**src/sv/smpd_pkg.sv**
```systemverilog
`default_nettype none
package smpd_pkg;

	localparam int MARKER_BYTES = 16;
	localparam int MK_IDX_W     = (MARKER_BYTES > 1) ? $clog2(MARKER_BYTES) : 1;

	localparam logic [31:0] LEN_FIRST      = 32'd36;
	localparam logic [31:0] LEN_LAST       = 32'd39;
	localparam logic [31:0] MIN_PACKET_LEN = 32'd60;
	localparam logic [31:0] MAX_LEN_RESET  = 32'd65536;

	localparam int CMDQ_DEPTH = 32;
	localparam int CMDQ_AW    = $clog2(CMDQ_DEPTH);

	typedef enum logic {
		CMD_BYTE,
		CMD_MARKER
	} cmd_kind_t;

	typedef enum logic {
		FS_HUNT,
		FS_PACKET
	} front_state_t;

	typedef struct packed {
		cmd_kind_t   kind;
		logic [7:0]  data;
		logic        last;
		logic        err;
	} cmd_t;

	typedef struct packed {
		logic [7:0]  data;
		logic        last;
		logic        err;
	} out_item_t;

	// marker string followed by zero bytes
	function automatic logic [7:0] marker_byte(input logic [4:0] i);
		logic [7:0] b;
		case (i)
			5'd0:    b = 8'h53;
			5'd1:    b = 8'h54;
			5'd2:    b = 8'h52;
			5'd3:    b = 8'h45;
			5'd4:    b = 8'h41;
			5'd5:    b = 8'h4D;
			5'd6:    b = 8'h70;
			5'd7:    b = 8'h61;
			5'd8:    b = 8'h63;
			5'd9:    b = 8'h6B;
			5'd10:   b = 8'h49;
			5'd11:   b = 8'h44;
			5'd12:   b = 8'h76;
			5'd13:   b = 8'h31;
			5'd14:   b = 8'h2E;
			5'd15:   b = 8'h30;
			default: b = 8'h00;
		endcase
		return b;
	endfunction

endpackage
`default_nettype wire

```
**src/sv/smpd_front.sv**
```systemverilog
`default_nettype none
module smpd_front (
	input  wire logic           clk,
	input  wire logic           arst_n,
	input  wire logic           in_valid,
	input  wire logic [7:0]     in_byte,
	input  wire logic           cfg_we,
	input  wire logic [31:0]    cfg_data,
	output smpd_pkg::cmd_t      cmd,
	output logic                cmd_push
);

	smpd_pkg::front_state_t state_q, state_d;
	logic [7:0]  window_q [smpd_pkg::MARKER_BYTES];
	logic [7:0]  win_shift [smpd_pkg::MARKER_BYTES];
	logic [31:0] idx_q, idx_d;
	logic [31:0] dlen_q, dlen_d, dlen_new;
	logic [31:0] max_len_q;
	logic        match;
	logic        clear_win;
	logic        shift_win;
	logic        last, err;

	always_comb begin
		for (int k = 0; k < smpd_pkg::MARKER_BYTES - 1; k++) begin
			win_shift[k] = window_q[k + 1];
		end
		win_shift[smpd_pkg::MARKER_BYTES - 1] = in_byte;
		match = 1'b1;
		for (int k = 0; k < smpd_pkg::MARKER_BYTES; k++) begin
			if (win_shift[k] != smpd_pkg::marker_byte(5'(k))) match = 1'b0;
		end
	end

	// merge the length byte at offsets 36..39, little-endian
	always_comb begin
		if (idx_q inside {[smpd_pkg::LEN_FIRST:smpd_pkg::LEN_LAST]}) begin
			dlen_new = dlen_q | ({24'd0, in_byte} << {idx_q[1:0], 3'b000});
		end else begin
			dlen_new = dlen_q;
		end
		err  = (idx_q == smpd_pkg::LEN_LAST) &&
		       ((dlen_new < smpd_pkg::MIN_PACKET_LEN) || (dlen_new > max_len_q));
		last = err || ((idx_q >= smpd_pkg::LEN_LAST) && ((idx_q + 32'd1) >= dlen_new));
	end

	always_comb begin
		state_d   = state_q;
		idx_d     = idx_q;
		dlen_d    = dlen_q;
		cmd_push  = 1'b0;
		clear_win = 1'b0;
		shift_win = 1'b0;
		cmd.kind  = smpd_pkg::CMD_BYTE;
		cmd.data  = in_byte;
		cmd.last  = last;
		cmd.err   = err;
		case (state_q)
			smpd_pkg::FS_HUNT: begin
				cmd.kind = smpd_pkg::CMD_MARKER;
				if (in_valid) begin
					if (match) begin
						cmd_push  = 1'b1;
						clear_win = 1'b1;
						state_d   = smpd_pkg::FS_PACKET;
						idx_d     = 32'(smpd_pkg::MARKER_BYTES);
						dlen_d    = 32'd0;
					end else begin
						shift_win = 1'b1;
					end
				end
			end
			smpd_pkg::FS_PACKET: begin
				if (in_valid) begin
					cmd_push = 1'b1;
					dlen_d   = dlen_new;
					if (last) begin
						state_d = smpd_pkg::FS_HUNT;
						idx_d   = 32'd0;
					end else begin
						idx_d   = idx_q + 32'd1;
					end
				end
			end
			default: begin
				state_d = smpd_pkg::FS_HUNT;
			end
		endcase
	end

	always_ff @(posedge clk or negedge arst_n) begin
		if (!arst_n) begin
			state_q   <= smpd_pkg::FS_HUNT;
			idx_q     <= 32'd0;
			dlen_q    <= 32'd0;
			max_len_q <= smpd_pkg::MAX_LEN_RESET;
			for (int k = 0; k < smpd_pkg::MARKER_BYTES; k++) window_q[k] <= 8'd0;
		end else begin
			state_q <= state_d;
			idx_q   <= idx_d;
			dlen_q  <= dlen_d;
			if (cfg_we) max_len_q <= cfg_data;
			if (clear_win) begin
				for (int k = 0; k < smpd_pkg::MARKER_BYTES; k++) window_q[k] <= 8'd0;
			end else if (shift_win) begin
				for (int k = 0; k < smpd_pkg::MARKER_BYTES; k++) window_q[k] <= win_shift[k];
			end
		end
	end

endmodule
`default_nettype wire

```
**src/sv/smpd_cmd_fifo.sv**
```systemverilog
`default_nettype none
module smpd_cmd_fifo (
	input  wire logic           clk,
	input  wire logic           arst_n,
	input  wire logic           wr_en,
	input  smpd_pkg::cmd_t      wr_cmd,
	output logic                full,
	input  wire logic           rd_en,
	output smpd_pkg::cmd_t      rd_cmd,
	output logic                not_empty
);

	smpd_pkg::cmd_t               mem_q [smpd_pkg::CMDQ_DEPTH];
	logic [smpd_pkg::CMDQ_AW-1:0] wr_ptr_q, rd_ptr_q;
	logic [smpd_pkg::CMDQ_AW:0]   count_q;
	logic                         do_wr, do_rd;

	assign full      = (count_q == (smpd_pkg::CMDQ_AW + 1)'(smpd_pkg::CMDQ_DEPTH));
	assign not_empty = (count_q != '0);
	assign rd_cmd    = mem_q[rd_ptr_q];
	assign do_wr     = wr_en && !full;
	assign do_rd     = rd_en && not_empty;

	always_ff @(posedge clk) begin
		if (do_wr) mem_q[wr_ptr_q] <= wr_cmd;
	end

	always_ff @(posedge clk or negedge arst_n) begin
		if (!arst_n) begin
			wr_ptr_q <= '0;
			rd_ptr_q <= '0;
			count_q  <= '0;
		end else begin
			if (do_wr) wr_ptr_q <= wr_ptr_q + 1'b1;
			if (do_rd) rd_ptr_q <= rd_ptr_q + 1'b1;
			case ({do_wr, do_rd})
				2'b10:   count_q <= count_q + 1'b1;
				2'b01:   count_q <= count_q - 1'b1;
				default: count_q <= count_q;
			endcase
		end
	end

endmodule
`default_nettype wire

```
**src/sv/smpd_back.sv**
```systemverilog
`default_nettype none
module smpd_back (
	input  wire logic           clk,
	input  wire logic           arst_n,
	input  smpd_pkg::cmd_t      cmd,
	input  wire logic           cmd_avail,
	output logic                cmd_pop,
	output smpd_pkg::out_item_t item,
	output logic                item_valid,
	input  wire logic           item_take
);

	logic [smpd_pkg::MK_IDX_W-1:0] cnt_q;
	logic                          out_valid_q;
	smpd_pkg::out_item_t           out_q, next_item;
	logic                          load;
	logic                          burst_end;

	assign load      = cmd_avail && (!out_valid_q || item_take);
	assign burst_end = (cnt_q == smpd_pkg::MK_IDX_W'(smpd_pkg::MARKER_BYTES - 1));

	always_comb begin
		if (cmd.kind == smpd_pkg::CMD_MARKER) begin
			next_item.data = smpd_pkg::marker_byte(5'(cnt_q));
			next_item.last = 1'b0;
			next_item.err  = 1'b0;
			cmd_pop        = load && burst_end;
		end else begin
			next_item.data = cmd.data;
			next_item.last = cmd.last;
			next_item.err  = cmd.err;
			cmd_pop        = load;
		end
	end

	assign item       = out_q;
	assign item_valid = out_valid_q;

	always_ff @(posedge clk) begin
		if (load) out_q <= next_item;
	end

	always_ff @(posedge clk or negedge arst_n) begin
		if (!arst_n) begin
			out_valid_q <= 1'b0;
			cnt_q       <= '0;
		end else begin
			if (load) out_valid_q <= 1'b1;
			else if (item_take) out_valid_q <= 1'b0;
			if (load && cmd.kind == smpd_pkg::CMD_MARKER) begin
				cnt_q <= burst_end ? '0 : cnt_q + 1'b1;
			end
		end
	end

endmodule
`default_nettype wire

```
**src/sv/sync_marker_packet_deframer.sv**
```systemverilog
`default_nettype none
// Channel   | Direction | Handshake            | Payload
// input     | in        | push / full          | data_byte[7:0]
// result    | out       | pop / empty          | out_byte[7:0], packet_last, length_error
// config    | in        | cfg_valid / cfg_ready| cfg_data[31:0] (max_packet_len)
//
// One byte is accepted per cycle unless full; the front classifies it in that cycle.
// A marker hit expands into 16 result items in the back, one per cycle unless the result side stalls;
// a 32-entry command queue absorbs the burst so input keeps flowing.
// A result passes through the command queue and the output register to the result ports.
// Reset (arst_n low) returns to hunting with a zero window, max length 65536.
// Either side may stall independently; full rises only when the queue fills.
module sync_marker_packet_deframer (
	input  wire logic        clk,
	input  wire logic        arst_n,
	input  wire logic        push,
	output logic             full,
	input  wire logic [7:0]  data_byte,
	output logic             empty,
	input  wire logic        pop,
	output logic [7:0]       out_byte,
	output logic             packet_last,
	output logic             length_error,
	input  wire logic        cfg_valid,
	output logic             cfg_ready,
	input  wire logic [31:0] cfg_data
);

	smpd_pkg::cmd_t      front_cmd, head_cmd;
	smpd_pkg::out_item_t item;
	logic                front_push;
	logic                q_full, q_avail, q_pop;
	logic                item_valid;
	logic                accept;

	// the user must write the register only while idle; the block does not enforce this, cfg_ready stays high
	assign cfg_ready = 1'b1;
	assign full      = q_full;
	assign accept    = push && !q_full;

	// front: marker hunt, offset tracking, length check
	smpd_front u_front (
		.clk      (clk),
		.arst_n   (arst_n),
		.in_valid (accept),
		.in_byte  (data_byte),
		.cfg_we   (cfg_valid && cfg_ready),
		.cfg_data (cfg_data),
		.cmd      (front_cmd),
		.cmd_push (front_push)
	);

	// decouple the front from the burst expansion
	smpd_cmd_fifo u_cmdq (
		.clk       (clk),
		.arst_n    (arst_n),
		.wr_en     (front_push),
		.wr_cmd    (front_cmd),
		.full      (q_full),
		.rd_en     (q_pop),
		.rd_cmd    (head_cmd),
		.not_empty (q_avail)
	);

	// back: expand marker bursts, hold the result in the output register
	smpd_back u_back (
		.clk        (clk),
		.arst_n     (arst_n),
		.cmd        (head_cmd),
		.cmd_avail  (q_avail),
		.cmd_pop    (q_pop),
		.item       (item),
		.item_valid (item_valid),
		.item_take  (pop)
	);

	assign empty        = !item_valid;
	assign out_byte     = item.data;
	assign packet_last  = item.last;
	assign length_error = item.err;

endmodule
`default_nettype wire

```
**config.mk**
```make
export PLATFORM = sky130hd
export DESIGN_NAME = sync_marker_packet_deframer
export DESIGN_NICKNAME = d
export VERILOG_FILES = /design/src/sv/smpd_pkg.sv /design/src/sv/smpd_front.sv /design/src/sv/smpd_cmd_fifo.sv /design/src/sv/smpd_back.sv /design/src/sv/sync_marker_packet_deframer.sv
export SDC_FILE = /design/constraint.sdc
export NUM_CORES = 1
export LEC_CHECK = 0
export BUFFER_PORTS_ARGS = -buffer_cell sky130_fd_sc_hd__buf_2
export CAP_MARGIN = 10
export CORE_ASPECT_RATIO = 1.5
export CORE_MARGIN = 2
export CORE_UTILIZATION = 44
export CTS_CLUSTER_SIZE = 14
export DETAILED_ROUTE_END_ITERATION = 10
export SETUP_SLACK_MARGIN = 0.05
export SLEW_MARGIN = 20
export SYNTH_ARGS = -nofsm -noshare
export SYNTH_HDL_FRONTEND = slang
export SYNTH_SLANG_ARGS = --single-unit
```
**constraint.sdc**
```tcl
create_clock -name clk -period 10.9 [get_ports clk]
set_input_delay 1.09 -clock clk [delete_from_list [all_inputs] [get_ports clk]]
set_output_delay 1.09 -clock clk [all_outputs]
set_load 0.02 [all_outputs]
```
Word-level counts from Yosys, hierarchy flattened

Memory sizes are Yosys's and may differ from the RTL's.
Index checks and enable logic that the tools add are counted.

Bits in registers: 248
Bits in writable memories: 352
Memory bits (read-only): 112
Input bits: 45
Output and inout port bits: 13
Memories: 2

Memories:

| name            | depth | width | rd ports | clocked after Yosys merged registers in | wr ports | RTL line            | source |
|---|---|---|---|---|---|---|---|
| u_cmdq.mem_q    | 32    | 11    | 1        | 0                                       | 1        | smpd_cmd_fifo.sv:13 | `smpd_pkg::cmd_t mem_q [smpd_pkg::CMDQ_DEPTH];` |
| (no name shown) | 16    | 7     | 1        | 0                                       | 0        | smpd_pkg.sv:41      | `case (i)` |

Add/sub/neg operators: 6
Magnitude comparators: 6
Equal/unequal tests: 24
Shift-type cells: 1
Mux-type cells: 48
Bitwise logic cells: 2
Reduce and logical (&&, ||, !) cells: 19

Operator list:

| operator              | count |
|---|---|
| $mux 32               | 8 |
| $mux 120              | 2 |
| $pmux 32 s2           | 2 |
| $ne 8x7->1 const B    | 13 |
| $ge 32x6->1 const B   | 2 |
| $add 32x1->32 const B | 1 |
| $eq 32x6->1 const B   | 1 |
| $ge 32x32->1          | 1 |
| $gt 32x32->1          | 1 |
| $le 32x6->1 const B   | 1 |
| $lt 32x6->1 const B   | 1 |
| $or 32x32->32         | 1 |
| $shl 8x5->32          | 1 |
| $mux 1                | 31 |
| $ne 8x6->1 const B    | 3 |
| $pmux 6 s2            | 1 |
| $add 5x1->5 const B   | 2 |
| $mux 10               | 1 |
| $logic_and 1x1->1     | 9 |
| $add 6x1->6 const B   | 1 |
| $eq 6x6->1 const B    | 1 |
| $reduce_bool 2->1     | 3 |
| $reduce_bool 6->1     | 1 |
| $sub 6x1->6 const B   | 1 |
| other kinds (12)      | 17 |

Longest topological paths before layout

Gate-level depths: netlist (run 1).

Depth in word-level cells: 23
Mapped depth: 18
Depth with buffers taken out: 17

Modules after synthesis

From an unflattened synthesis (run 1), not the netlist that was laid out.

Cells, all modules: 2066
Area, all modules: 26779.4 µm²

By module, submodules not included:

| module                      | instances | cells an instance | area an instance (µm²) | seq. area each (µm²) |
|---|---|---|---|---|
| smpd_cmd_fifo               | 1         | 717               | 14550.2                | 10970.5 |
| smpd_front                  | 1         | 1266              | 11290.8                | 5431.5 |
| smpd_back                   | 1         | 79                | 909.6                  | 425.4 |
| sync_marker_packet_deframer | 1         | 4                 | 28.8                   | 0.0 |

Worst setup path after synthesis (run 1)

Ideal clock, no wire load.

Path kind: input -> register
Start: input data_byte[5]
End: register u_cmdq.count_q[5] in the netlist's numbering
Setup time: 0.125 ns
Data arrival time: 4.244 ns
Required time: 10.775 ns
Slack: 6.531 ns
Stages: 17
Buffers on the path: 2
Cells stage by stage: clkbuf_1 nor4bb_1 nand4_1 nor4_1 nand4_1 nand2_1 inv_1 clkbuf_1 ha_1 ha_1 a21o_1 a21oi_1 o21bai_1 a21oi_1 xnor2_1 nor2_1 xor2_1

Word-level cells in the longest chain between the ends: 8

RTL lines:

| element                                                | RTL line                          | source |
|---|---|---|
| start: declaration                                     | sync_marker_packet_deframer.sv:18 | `input wire logic [7:0] data_byte,` |
| $ne 8x6->1 (*)                                         | smpd_front.sv:31                  | `if (win_shift[k] != smpd_pkg::marker_byte(5'(k))) match = 1'b0;` |
| $mux 1 (*)                                             | smpd_front.sv:31                  |  |
| $mux 1 (*)                                             | smpd_front.sv:62                  | `if (match) begin` |
| $mux 1 (*)                                             | smpd_front.sv:61                  | `if (in_valid) begin` |
| $pmux 1 s2 (*)                                         | smpd_front.sv:58                  | `case (state_q)` |
| $logic_and 1x1->1 (*)                                  | smpd_cmd_fifo.sv:21               | `assign do_wr = wr_en && !full;` |
| $eq 2x1->1 / $eq 2x2->1 (equally long branches)        | smpd_cmd_fifo.sv:36               | `case ({do_wr, do_rd})` |
| $pmux 6 s2 / $reduce_bool 2->1 (equally long branches) | -                                 |  |
| end signal: assignment                                 | smpd_cmd_fifo.sv:37               | `2'b10: count_q <= count_q + 1'b1;` |
| end signal: assignment                                 | smpd_cmd_fifo.sv:38               | `2'b01: count_q <= count_q - 1'b1;` |
| end signal: assignment                                 | smpd_cmd_fifo.sv:39               | `default: count_q <= count_q;` |
| end: declaration                                       | smpd_cmd_fifo.sv:15               | `logic [smpd_pkg::CMDQ_AW:0] count_q;` |

Every way passes the cells marked *; elsewhere a longest branch is shown, timed or not.
A chain may end at the register's enable or synchronous reset.

==> metrics.md, run 1 <==
| Metric | Value |
|---|---|
| Status | `finished clean` |
| GPL Wtd Cong | `0.886` |
| FF+latch count, synth | `600` |
| Reg2reg end | `u_cmdq.mem_q[8][1]$_DFFE_PP_` |
| Post-DR wirelength/cell | `21.5 um` |
| Fin nets | `2184` |
| Largest net degree at the start of global routing | `121` |
| Req. time, crit path | `11.24 ns` |
| Initial antenna violation count | `1` |
| Slew Viols, Final | `0` |
| Mux contribution to synthesized area | `9.97%` |
| Largest family of logic cells by synthesized area | `simple AND/OR/NAND/NOR gates` |
| Setup crit end | `u_cmdq.mem_q[8][1]$_DFFE_PP_` |
| Root Buffer | `clkbuf_16` |
| CTS buffer count | `55` |
| Yosys warns | `0` |
| Worst-margin pin slew | `1.13 ns` |
| Max_cap viols | `0` |
| Post-Syn Area | `0.0269 mm2` |
| Maximum clock rate | `161 MHz` |
| Sequential share of the synthesized area | `62.6%` |
| Worst-path maximum fanout | `39` |
| Initial DRC count | `1378` |
| Fraction of layout cells with a size suffix above 1 | `16.2%` |
| RSZ-0062 raised after global routing | `false` |
| Mapped Cells | `2034` |
| Hold-fix buffers, CTS | `0` |
| Starting Density | `44.3%` |
| CP Launch Type | `flop` |
| Endpoints failing setup | `0` |
| Setup TNS | `0 ns` |
| Most frequent cells after synthesis | `408 x nand2_1, 362 x edfxtp_1, 237 x dfrtp_1, 111 x mux4_2, 109 x nor2_1` |
| Fillers | `5196` |
| Clock skew | `0.0217 ns` |
| First-pass DRT Iterations | `5` |
| Clock slew at reported path FFs | `0.07 ns` |
| Xor/xnor share of the synthesized area | `2.15%` |
| Adder-Cell Fraction of Synth Area | `3.61%` |
| Worst IR drop on VDD | `131 uV` |
| Primary FF master, synth | `edfxtp_1` |
| R2R depth | `16` |
| First-pass GRT wire length | `98.0 mm` |
| GRT overflow | `0` |
| Gr usage total | `20.2%` |
| Placed cell count | `2796` |
| RR Startpoint | `u_front.idx_q[0]$_DFFE_PN0P_` |
| # clock sinks | `600` |
| CTS tree | `yes` |
| Post-CTS Setup Inserts | `0` |
| EDFF count, synth | `362` |
| Mean number of vias per cell | `5.58` |
| Post-layout instance area | `0.0298 mm2` |
| PD cells | `233 mW/mm2` |
| CP Capture Type | `flop` |
| Synth area leader | `edfxtp_1` |
| Place WS | `4.86 ns` |
| Fraction of registers with async set/reset | `39.7%` |
| CTS H-tree lvls | `2` |
| Hold WC Path Type | `flop to flop` |
| Skew-Pair Late Insertion Delay | `0.61 ns` |
| Mean post-synth cell area | `13.2 um2` |
| Resize count post-CTS | `0` |
| Cell Rows | `111` |
| Post-synthesis cell type count | `85` |
| Die width | `206 um` |
| Syn Nets | `2156` |
| WL final | `62.2 mm` |
| Hold_ws | `0.465 ns` |
| Synth Area in Compound Gates | `4.75%` |
| Post-detail-place hpwl | `41.6 mm` |
| Antenna cells | `0` |
| Period Utilization, post-route | `57.1%` |
| Max incr delay on CP | `1.00 ns` |
| P_leak | `11.9 nW` |
| Placed Instance Area | `0.0279 mm2` |
| Final design utilization | `49.1%` |
| P&R area growth vs syn | `11.0%` |
| Setup CP Type | `flop to flop` |
| Critical Path Start | `u_front.idx_q[0]$_DFFE_PN0P_` |
| Max clock buf depth | `3` |
| Critical-path top delay cell | `nor4_1` |
| Critical path, cell by cell | `ha_1 > nand3_1 > nor4_1 > and4_1 > and3_1 > and3_1 > nand2_1 > xnor2_1 > ha_1 > nand4_1 > nor4_1 > o31ai_1 > o41ai_1 > nor3_2 > a21bo_4 > inv_4` |
| Slew headroom | `24.1%` |
| Residual DRC | `0` |
| Crit path DAT | `6.57 ns` |
| I/O pin cnt | `58` |
| Die Height | `307 um` |
| Hold Fails Final Rpt | `0` |
| Tot Pwr | `6.95 mW` |
| Post-route ant nets | `0` |
| Top post-synthesis cells by area | `edfxtp_1 40%, dfrtp_1 22%, mux4_2 9.3%` |
| Number of global-route vias before repair | `16890` |
| Port Buffers | `56` |
| Simple-gate area share of the yosys netlist | `13.9%` |
| Final std cells w/o fill | `2899` |
| Total Die Area | `0.0631 mm2` |
| Minimum clock period | `6.23 ns` |
| Via count | `16188` |
| PnR worst setup slack | `4.67 ns` |
| Area share of the largest cell type after synthesis | `40.5%` |
| Core ar. | `0.0607 mm2` |
| R2r setup slk | `4.67 ns` |
| Count leader, synth | `nand2_1` |
state kept, by name, indices dropped and copies added (netlist names):
| signal | count |
|---|---|
| u_back.cnt_q | 4 |
| u_back.item | 10 |
| u_front.max_len_q | 32 |
| u_cmdq.rd_ptr_q | 5 |
| u_cmdq.wr_ptr_q | 5 |
| u_cmdq.mem_q | 352 |
| u_front.idx_q | 32 |
| u_front.win_shift | 120 |
| u_front.dlen_q | 32 |
| u_back.item_valid | 1 |
| u_cmdq.count_q | 6 |
| u_front.state_q | 1 |
logic make-up after synthesis:
family	count (synthesis)
AO/OA/AOI/OAI	210
XOR/XNOR	66
adder cells (fa/ha/maj)	77
buffers and inverters	189
flip-flops	600
multiplexers	128
other	1
AND/OR/NAND/NOR	763
worst min path at each step:
| stage | startpoint | to | depth (start not counted) |
|---|---|---|---|
| CTS | u_front.win_shift[126]$_DFFE_PN0P_ | u_front.win_shift[126]$_DFFE_PN0P_ | 2 |
| global route | u_front.win_shift[124]$_DFFE_PN0P_ | u_front.win_shift[124]$_DFFE_PN0P_ | 2 |
| global placement | u_front.win_shift[126]$_DFFE_PN0P_ | u_front.win_shift[126]$_DFFE_PN0P_ | 2 |
| finish | u_front.win_shift[126]$_DFFE_PN0P_ | u_front.win_shift[126]$_DFFE_PN0P_ | 2 |
| detailed placement | u_front.win_shift[126]$_DFFE_PN0P_ | u_front.win_shift[126]$_DFFE_PN0P_ | 2 |
| floorplan | u_front.win_shift[124]$_DFFE_PN0P_ | u_front.win_shift[124]$_DFFE_PN0P_ | 2 |
power breakdown:
group	switching [mW]	internal, mW
logic	1.03	0.816
clock network	0.851	1.17
registers	0.323	2.76
total	2.21	4.74
placed cells by master (no fill, tap or decap), types with 31 or more instances in the layout:
cell       synthesis  final
o21ai_0           54     54
nand2_1          408    407
mux4_2           111    111
nor2_1           109     91
ha_1              76     76
nand3b_1          52     52
nand4_1           31     31
clkbuf_16          0     57
inv_1             80     79
dfrtp_1          237    235
a21oi_1           90     90
buf_2              9     55
xnor2_1           40     40
edfxtp_1         362    362
layout make-up:
type                            instances  area [um2]  share of cell area [%]
Tap cell                              791         990                    3.32
Clock inverter                         23         304                    1.02
Inverter                               81         307                    1.03
Clock buffer                           80        1600                    5.37
Timing Repair Buffer                   79         467                    1.57
Multi-Input combinational cell       1245        9320                    31.2
Sequential cell                       600       16800                    56.5
per-layer routing:
layer / part of all wire [%] / up-vias / global-route usage [%]
li1: - / 7452 / -
met1: 40 / 8234 / 25.0
met2: 52 / 371 / 35.9
met3: 3.9 / 129 / 2.30
met4: 4.0 / 2 / 7.98
met5: 0.021 / - / 0
worst max-delay path, delay by kind of cell, from the launching register on:
kind | cells | cell delay, ns
AOI/OAI and AO/OA | 3 | 0.85
xor gates and xnor gates | 1 | 0.14
buffers and inverters | 1 | 0.35
adders and majority gates | 2 | 0.68
and+or+nand+nor | 9 | 3.17
DFF | 1 | 0.70
No activity file was read; power rests on OpenSTA's default activity.
==> run 2: changes to the inputs <==
==> constraint.sdc (replaced) <==
create_clock -name clk -period 6.24 [get_ports clk]
set_input_delay 0.624 -clock clk [delete_from_list [all_inputs] [get_ports clk]]
set_output_delay 0.624 -clock clk [all_outputs]
set_load 0.02 [all_outputs]
==> run 2 against run 1 <==
  * Sequential power up 76%
  * Via count down 0.17%
  * Critical path depth down 2
  * Global-route usage increased by 0.19 points
  * Flip-flop and latch count unchanged
  * Cell area increased by 0.37%
  * Sequential share of layout area is 0.21 points lower
  * Critical endpoint is now u_cmdq.mem_q[11][0]$_DFFE_PP_
==> metrics.md, run 2 (same netlist as run 1, synthesis figures left out) <==
| Metric | Value |
|---|---|
| Starting Density | `44.3% (unchanged)` |
| Tot Pwr | `12.1 mW (+74%)` |
| CTS buffer count | `55 (unchanged)` |
| Slew headroom | `29.1% (+5.0 points)` |
| Placed cell count | `2823 (+0.97%)` |
| Biggest register | `u_cmdq.mem_q` |
| Reg2reg end | `u_cmdq.mem_q[11][0]$_DFFE_PP_` |
| Number of global-route vias before repair | `16607 (-1.7%)` |
| Met3 Use GR | `2.08% (-0.22 points)` |
| # clock sinks | `600 (unchanged)` |
| Skew-Pair Late Insertion Delay | `0.60 ns (about the same)` |
| Global routing's busiest layer | `met2` |
| PD cells | `404 mW/mm2 (+73%)` |
| Fraction of layout cells with a size suffix above 1 | `16.6% (+0.40 points)` |
| Fin nets | `2211 (+1.2%)` |
| Die width | `206 um (unchanged)` |
| Met2 Use GR | `37.3% (+1.3 points)` |
| Clock skew | `0.0190 ns (-0.00272 ns)` |
| Fillers | `5178 (-0.35%)` |
| Resize count post-CTS | `0 (unchanged)` |
| Req. time, crit path | `6.34 ns (-4.90 ns)` |
| Crit path DAT | `5.66 ns (-0.91 ns)` |
| Final std cells w/o fill | `2926 (+0.93%)` |
| Port Buffers | `56 (unchanged)` |
| Largest net degree at the start of global routing | `123 (+1.7%)` |
| P_leak | `12.0 nW (+1.0%)` |
| RR Startpoint | `u_front.idx_q[15]$_DFFE_PN0P_` |
| Slew Viols, Final | `0 (unchanged)` |
| Antenna cells | `0 (unchanged)` |
| CP Launch Type | `flop` |
| CTS tree | `yes` |
| Post-DR wirelength/cell | `21.5 um (+0.18%)` |
| Initial antenna violation count | `2 (+1)` |
| Mean number of vias per cell | `5.52 (-1.1%)` |
| Via count | `16161 (-0.17%)` |
| Max FFs per register | `352 (unchanged)` |
| I/O pin cnt | `58 (unchanged)` |
| R2r setup slk | `0.68 ns (-4.00 ns)` |
| Minimum clock period | `5.56 ns (-0.664 ns)` |
| CTS H-tree lvls | `2 (unchanged)` |
| Max_cap viols | `0 (unchanged)` |
| Root Buffer | `clkbuf_16` |
| Max clock buf depth | `3 (unchanged)` |
| Core ar. | `0.0607 mm2 (unchanged)` |
| Die Height | `307 um (unchanged)` |
| Setup CP Type | `flop to flop` |
| First-pass GRT wire length | `98.0 mm (about the same)` |
| Status | `finished clean` |
| Post-detail-place hpwl | `42.1 mm (+1.1%)` |
| Most frequent cells in the layout | `407 x nand2_1, 362 x edfxtp_1, 235 x dfrtp_1, 111 x mux4_2, 105 x nor2_1` |
| GPL Wtd Cong | `0.948 (+7.1%)` |
| Period Utilization, post-route | `89.1% (+32 points)` |
| Setup TNS | `0 ns (unchanged)` |
| Commonest non-fill, non-tap cell in the layout | `nand2_1` |
| Hold WC Path Type | `input pin to asynchronous set/reset pin` |
| Clock slew at reported path FFs | `0.06 ns (about the same)` |
| Worst IR drop on VDD | `222 uV (+69%)` |
| Maximum clock rate | `180 MHz (+12%)` |
| Met1 usage | `24.9% (-0.060 points)` |
| Residual DRC | `0 (unchanged)` |
| Worst-path maximum fanout | `32 (-18%)` |
| Post-route ant nets | `0 (unchanged)` |
| Critical Path Start | `u_front.idx_q[15]$_DFFE_PN0P_` |
| GRT overflow | `0 (unchanged)` |
| Gr usage total | `20.4% (+0.19 points)` |
| RSZ-0062 raised after global routing | `false` |
| R2R depth | `14 (-2)` |
| Post-CTS Setup Inserts | `0 (unchanged)` |
| Cell Rows | `111 (unchanged)` |
| P&R area growth vs syn | `11.4%` |
| CP Capture Type | `flop` |
| Initial DRC count | `1129 (-18%)` |
| Setup crit end | `u_cmdq.mem_q[11][0]$_DFFE_PP_` |
| Footprint of the multi-input gates | `0.00928 mm2 (-0.42%)` |
| Endpoints failing setup | `0 (unchanged)` |
| Worst-margin pin slew | `1.06 ns (-0.0648 ns)` |
| WL final | `62.9 mm (+1.1%)` |
| Total Die Area | `0.0631 mm2 (unchanged)` |
| First-pass DRT Iterations | `6 (+1)` |
| Hold Fails Final Rpt | `0 (unchanged)` |
| Hold-fix buffers, CTS | `0 (unchanged)` |
| Reg area | `0.0168 mm2 (unchanged)` |
[run 2: cell types whose count changed in the layout (fill, tap and decap cells not counted), moves of 3 or more]
cell | previous run | this run
nor2_2 | 15 | 2
clkbuf_8 | 9 | 6
clkinv_2 | 7 | 11
clkbuf_1 | 14 | 17
nor2_1 | 91 | 105
buf_4 | 22 | 49
[run 2: worst max-delay path, cell delays in order (launching register included)]
cell and delay, ns:
dfrtp_1 0.46, nor4_1 0.38, and4_2 0.45, nand2_4 0.11, nor4b_4 0.59, a21oi_1 0.25
inv_1 0.11, ha_1 0.25, a2111oi_0 0.47, nand2_1 0.09, a31oi_1 0.20, nor4_1 0.09
a2111oi_0 0.70, a211o_2 0.30, nand2_1 0.57
[run 2: layout make-up]
cell class	instances	share of cell area (%)
clock buffer	78	5.09
clock inverter	25	1.07
inverter	81	1.02
multi-input combinational	1245	31.0
sequential	600	56.2
tap	791	3.31
timing repair buffer	106	2.27
[run 2: worst min path at each step]
stage / endpoint
finish: u_cmdq.rd_ptr_q[1]$_DFFE_PN0P_
global route: u_back.cnt_q[1]$_DFFE_PN0P_
CTS: u_back.cnt_q[3]$_DFFE_PN0P_
detailed placement: u_front.win_shift[122]$_DFFE_PN0P_
global placement: u_front.win_shift[126]$_DFFE_PN0P_
floorplan: u_back.cnt_q[0]$_DFFE_PN0P_
[run 2: metal layers]
layer | part of all wire, % | up-vias | routed length (um)
met5 | 0.021 | - | 13
met4 | 3.5 | 2 | 2190
met1 | 40 | 8214 | 25100
li1 | - | 7502 | -
met2 | 54 | 335 | 33700
met3 | 3.1 | 108 | 1940
[run 2: report_power, final]
part / internal (mW) / switching (mW)
clock network: 1.99 / 1.47
registers: 4.81 / 0.598
logic: 1.44 / 1.77
total: 8.25 / 3.84
[run 2: stage by stage]
| step | instance area (um2) | utilization, % | setup slack, ns | hold slack (ns) |
|---|---|---|---|---|
| floorplan | 26900 | - | 2.05 | 0.328 |
| global placement | 28100 | 46.3 | 0.771 | 0.448 |
| detailed placement | 28100 | 46.3 | 0.620 | 0.457 |
| CTS | 29900 | 49.3 | 0.553 | 0.127 |
| global route | 29900 | 49.3 | 0.299 | 0.140 |
| finish | 29900 | 49.3 | 0.678 | 0.0626 |
==> run 3: changes to the inputs <==
--- a/config.mk
+++ b/config.mk
@@ -12,6 +12,8 @@
 export CORE_UTILIZATION = 44
 export CTS_CLUSTER_SIZE = 14
 export DETAILED_ROUTE_END_ITERATION = 10
+export MAX_ROUTING_LAYER = met4
+export PLACE_DENSITY_LB_ADDON = 0.05
 export SETUP_SLACK_MARGIN = 0.05
 export SLEW_MARGIN = 20
 export SYNTH_ARGS = -nofsm -noshare
==> constraint.sdc (replaced) <==
create_clock -name clk -period 6.19 [get_ports clk]
set_input_delay 0.619 -clock clk [delete_from_list [all_inputs] [get_ports clk]]
set_output_delay 0.619 -clock clk [all_outputs]
set_load 0.02 [all_outputs]
==> run 3 against run 2 <==
  * Combinational power up 5%
  * Flip-flop and latch count unchanged
  * Core utilization about the same
  * Setup slack gained 0.078 ns
  * Critical path type unchanged
  * Critical endpoint is now u_front.idx_q[11]$_DFFE_PN0P_
==> metrics.md, run 3 (same netlist as run 1, synthesis figures left out) <==
| Metric | Value |
|---|---|
| Status | `finished clean` |
| Skew-Pair Late Insertion Delay | `0.64 ns (+0.04 ns)` |
| Initial DRC count | `876 (-22%)` |
| Maximum clock rate | `184 MHz (+2.3%)` |
| WL final | `66.7 mm (+6.0%)` |
| Hold WC Path Type | `input pin to flop` |
| Die Height | `307 um (unchanged)` |
| Die width | `206 um (unchanged)` |
| First-pass GRT wire length | `104 mm (+5.9%)` |
| Post-route ant nets | `0 (unchanged)` |
| Core ar. | `0.0607 mm2 (unchanged)` |
| R2r setup slk | `0.76 ns (+0.08 ns)` |
| Max clock buf depth | `3 (unchanged)` |
| P_leak | `12.0 nW (about the same)` |
| Worst-margin pin slew | `1.06 ns (+0.00109 ns)` |
| Gate power share | `27.4% (+0.8 points)` |
| CTS tree | `yes` |
| Fillers | `5319 (+2.7%)` |
| Hold Fails Final Rpt | `0 (unchanged)` |
| Reg power frac | `44.2% (-0.6 points)` |
| Commonest non-fill, non-tap cell in the layout | `nand2_1` |
| Clock skew | `0.0242 ns (+0.00516 ns)` |
| First-pass DRT Iterations | `5 (-1)` |
| HP Start | `cfg_data[4]` |
| Worst-path maximum fanout | `39 (+22%)` |
| Fraction of layout cells with a size suffix above 1 | `16.7% (+0.16 points)` |
| Worst IR drop on VDD | `217 uV (-2.5%)` |
| Internal power of the cells | `8.27 mW (+0.28%)` |
| Crit path DAT | `5.92 ns (+0.26 ns)` |
| RR Startpoint | `u_front.idx_q[27]$_DFFE_PN0P_` |
| Post-detail-place hpwl | `44.1 mm (+4.7%)` |
| Slew Viols, Final | `0 (unchanged)` |
| Gr usage total | `22.5% (+2.1 points)` |
| Req. time, crit path | `6.68 ns (+0.34 ns)` |
| Max FFs per register | `352 (unchanged)` |
| Minimum clock period | `5.43 ns (-0.128 ns)` |
| Root Buffer | `clkbuf_16` |
| Worst hold stages | `3` |
| Cell Rows | `111 (unchanged)` |
| Setup TNS | `0 ns (unchanged)` |
| GRT overflow | `0 (unchanged)` |
| Starting Density | `44.3% (unchanged)` |
| Initial antenna violation count | `1 (-1)` |
| R2R depth | `16 (+2)` |
| Reg2reg end | `u_front.idx_q[11]$_DFFE_PN0P_` |
| Post-layout instance area | `0.0299 mm2 (about the same)` |
| Post-CTS Setup Inserts | `0 (unchanged)` |
| Placed Instance Area | `0.0281 mm2 (about the same)` |
| CTS H-tree lvls | `2 (unchanged)` |
| Slew headroom | `28.8% (-0.33 points)` |
| Clk pwr share | `28.4% (-0.3 points)` |
| CTS buffer count | `58 (+5.5%)` |
| Residual DRC | `0 (unchanged)` |
| Clock slew at reported path FFs | `0.06 ns (about the same)` |
| Endpoints failing setup | `0 (unchanged)` |
| Number of global-route vias before repair | `16802 (+1.2%)` |
| CP Launch Type | `flop` |
| Fin nets | `2216 (+0.23%)` |
| Setup CP Type | `flop to flop` |
| GPL Wtd Cong | `0.908 (-4.3%)` |
| Sw power | `3.99 mW (+3.7%)` |
| Port Buffers | `56 (unchanged)` |
| Largest net degree at the start of global routing | `162 (+32%)` |
| RSZ-0062 raised after global routing | `false` |
| Via count | `16144 (-0.11%)` |
| PD cells | `409 mW/mm2 (+1.3%)` |
| I/O pin cnt | `58 (unchanged)` |
| # clock sinks | `600 (unchanged)` |
| Mean number of vias per cell | `5.51 (-0.28%)` |
| Max_cap viols | `0 (unchanged)` |
| Total Die Area | `0.0631 mm2 (unchanged)` |
| CP Capture Type | `flop` |
| P&R area growth vs syn | `11.5% (about the same)` |
| Post-DR wirelength/cell | `22.7 um (+5.8%)` |
| WHS Endpoint | `u_front.max_len_q[4]$_DFFE_PN0P_` |
| Most frequent cells in the layout | `407 x nand2_1, 362 x edfxtp_1, 235 x dfrtp_1, 111 x mux4_2, 102 x nor2_1` |
| Biggest register | `u_cmdq.mem_q` |
| Period Utilization, post-route | `87.8% (-1.3 points)` |
| Sw Share | `32.5% (+0.74 points)` |
run 3: layout make-up:
type	count	area (um2)	share of cell area, %
diodes	1	2.50	0.00836
clock buffers	73	1560	5.22
inverters	81	307	1.02
well taps	791	990	3.31
repair buffers	108	696	2.32
clock inverters	32	269	0.898
multi-input cells	1245	9280	31.0
flip-flops and latches	600	16800	56.2
run 3: per-stage QoR:
stage / util [%] / power (mW) / hold slack, ns / cells / setup WS, ns
6_report: 49.3 / 12.3 / 0.189 / 2931 / 0.755
2_1_floorplan: - / 7.77 / 0.323 / 2034 / 2.00
5_1_grt: 49.3 / 12.9 / 0.173 / 2930 / 0.479
3_5_place_dp: 46.3 / 8.94 / 0.464 / 2824 / 0.796
3_3_place_gp: 46.3 / 8.88 / 0.455 / 2824 / 0.966
4_1_cts: 49.3 / 12.4 / 0.148 / 2930 / 0.754
run 3: worst max-delay path, cell delays in order, from the launching register on:
cell and delay [ns]:
dfrtp_1 0.48, nor4_1 0.42, and4_2 0.47, nand3_1 0.16, nor2_1 0.56, a21oi_1 0.26, inv_1 0.12, ha_1 0.15
nand4_1 0.15, nor4_1 0.76, and4_1 0.37, nor2b_1 0.15, a22oi_1 0.07, a211o_2 0.39, a21bo_4 0.28, inv_4 0.33
o22ai_1 0.15
run 3: what timing repair did:
item                                    4_1_cts  5_1_grt
hold buffers                                  1        0
hold endpoints to repair                     63        0
resized for setup                             0        0
endpoints found under the setup margin        0        0
run 3: routing by layer:
layer,wire [um],part of all wire (%),global-route usage (%),up-vias
met5,0,0,-,-
met2,35300,53,39.3,311
met1,26500,40,26.7,8175
li1,-,-,-,7526
met4,2480,3.7,7.90,0
met3,2410,3.6,2.89,132
run 3: worst max-delay path by stage:
stage | endpoint | start | cells after the start
finish | u_front.idx_q[11]$_DFFE_PN0P_ | u_front.idx_q[27]$_DFFE_PN0P_ | 16
global route | u_front.idx_q[11]$_DFFE_PN0P_ | u_front.idx_q[27]$_DFFE_PN0P_ | 16
CTS | u_front.idx_q[11]$_DFFE_PN0P_ | u_front.idx_q[27]$_DFFE_PN0P_ | 16
detailed placement | u_front.idx_q[11]$_DFFE_PN0P_ | u_front.idx_q[27]$_DFFE_PN0P_ | 16
global placement | u_front.idx_q[11]$_DFFE_PN0P_ | u_front.idx_q[27]$_DFFE_PN0P_ | 16
floorplan | u_front.idx_q[11]$_DFFE_PN0P_ | u_front.idx_q[0]$_DFFE_PN0P_ | 17
run 3: power by group through the flow:
stage	clock network [mW]	registers, mW	logic, mW
finish	3.48	5.42	3.36
global route	3.72	5.51	3.71
CTS	3.57	5.44	3.44
detailed placement	0	5.51	3.43
global placement	0	5.50	3.38
floorplan	0	5.22	2.54
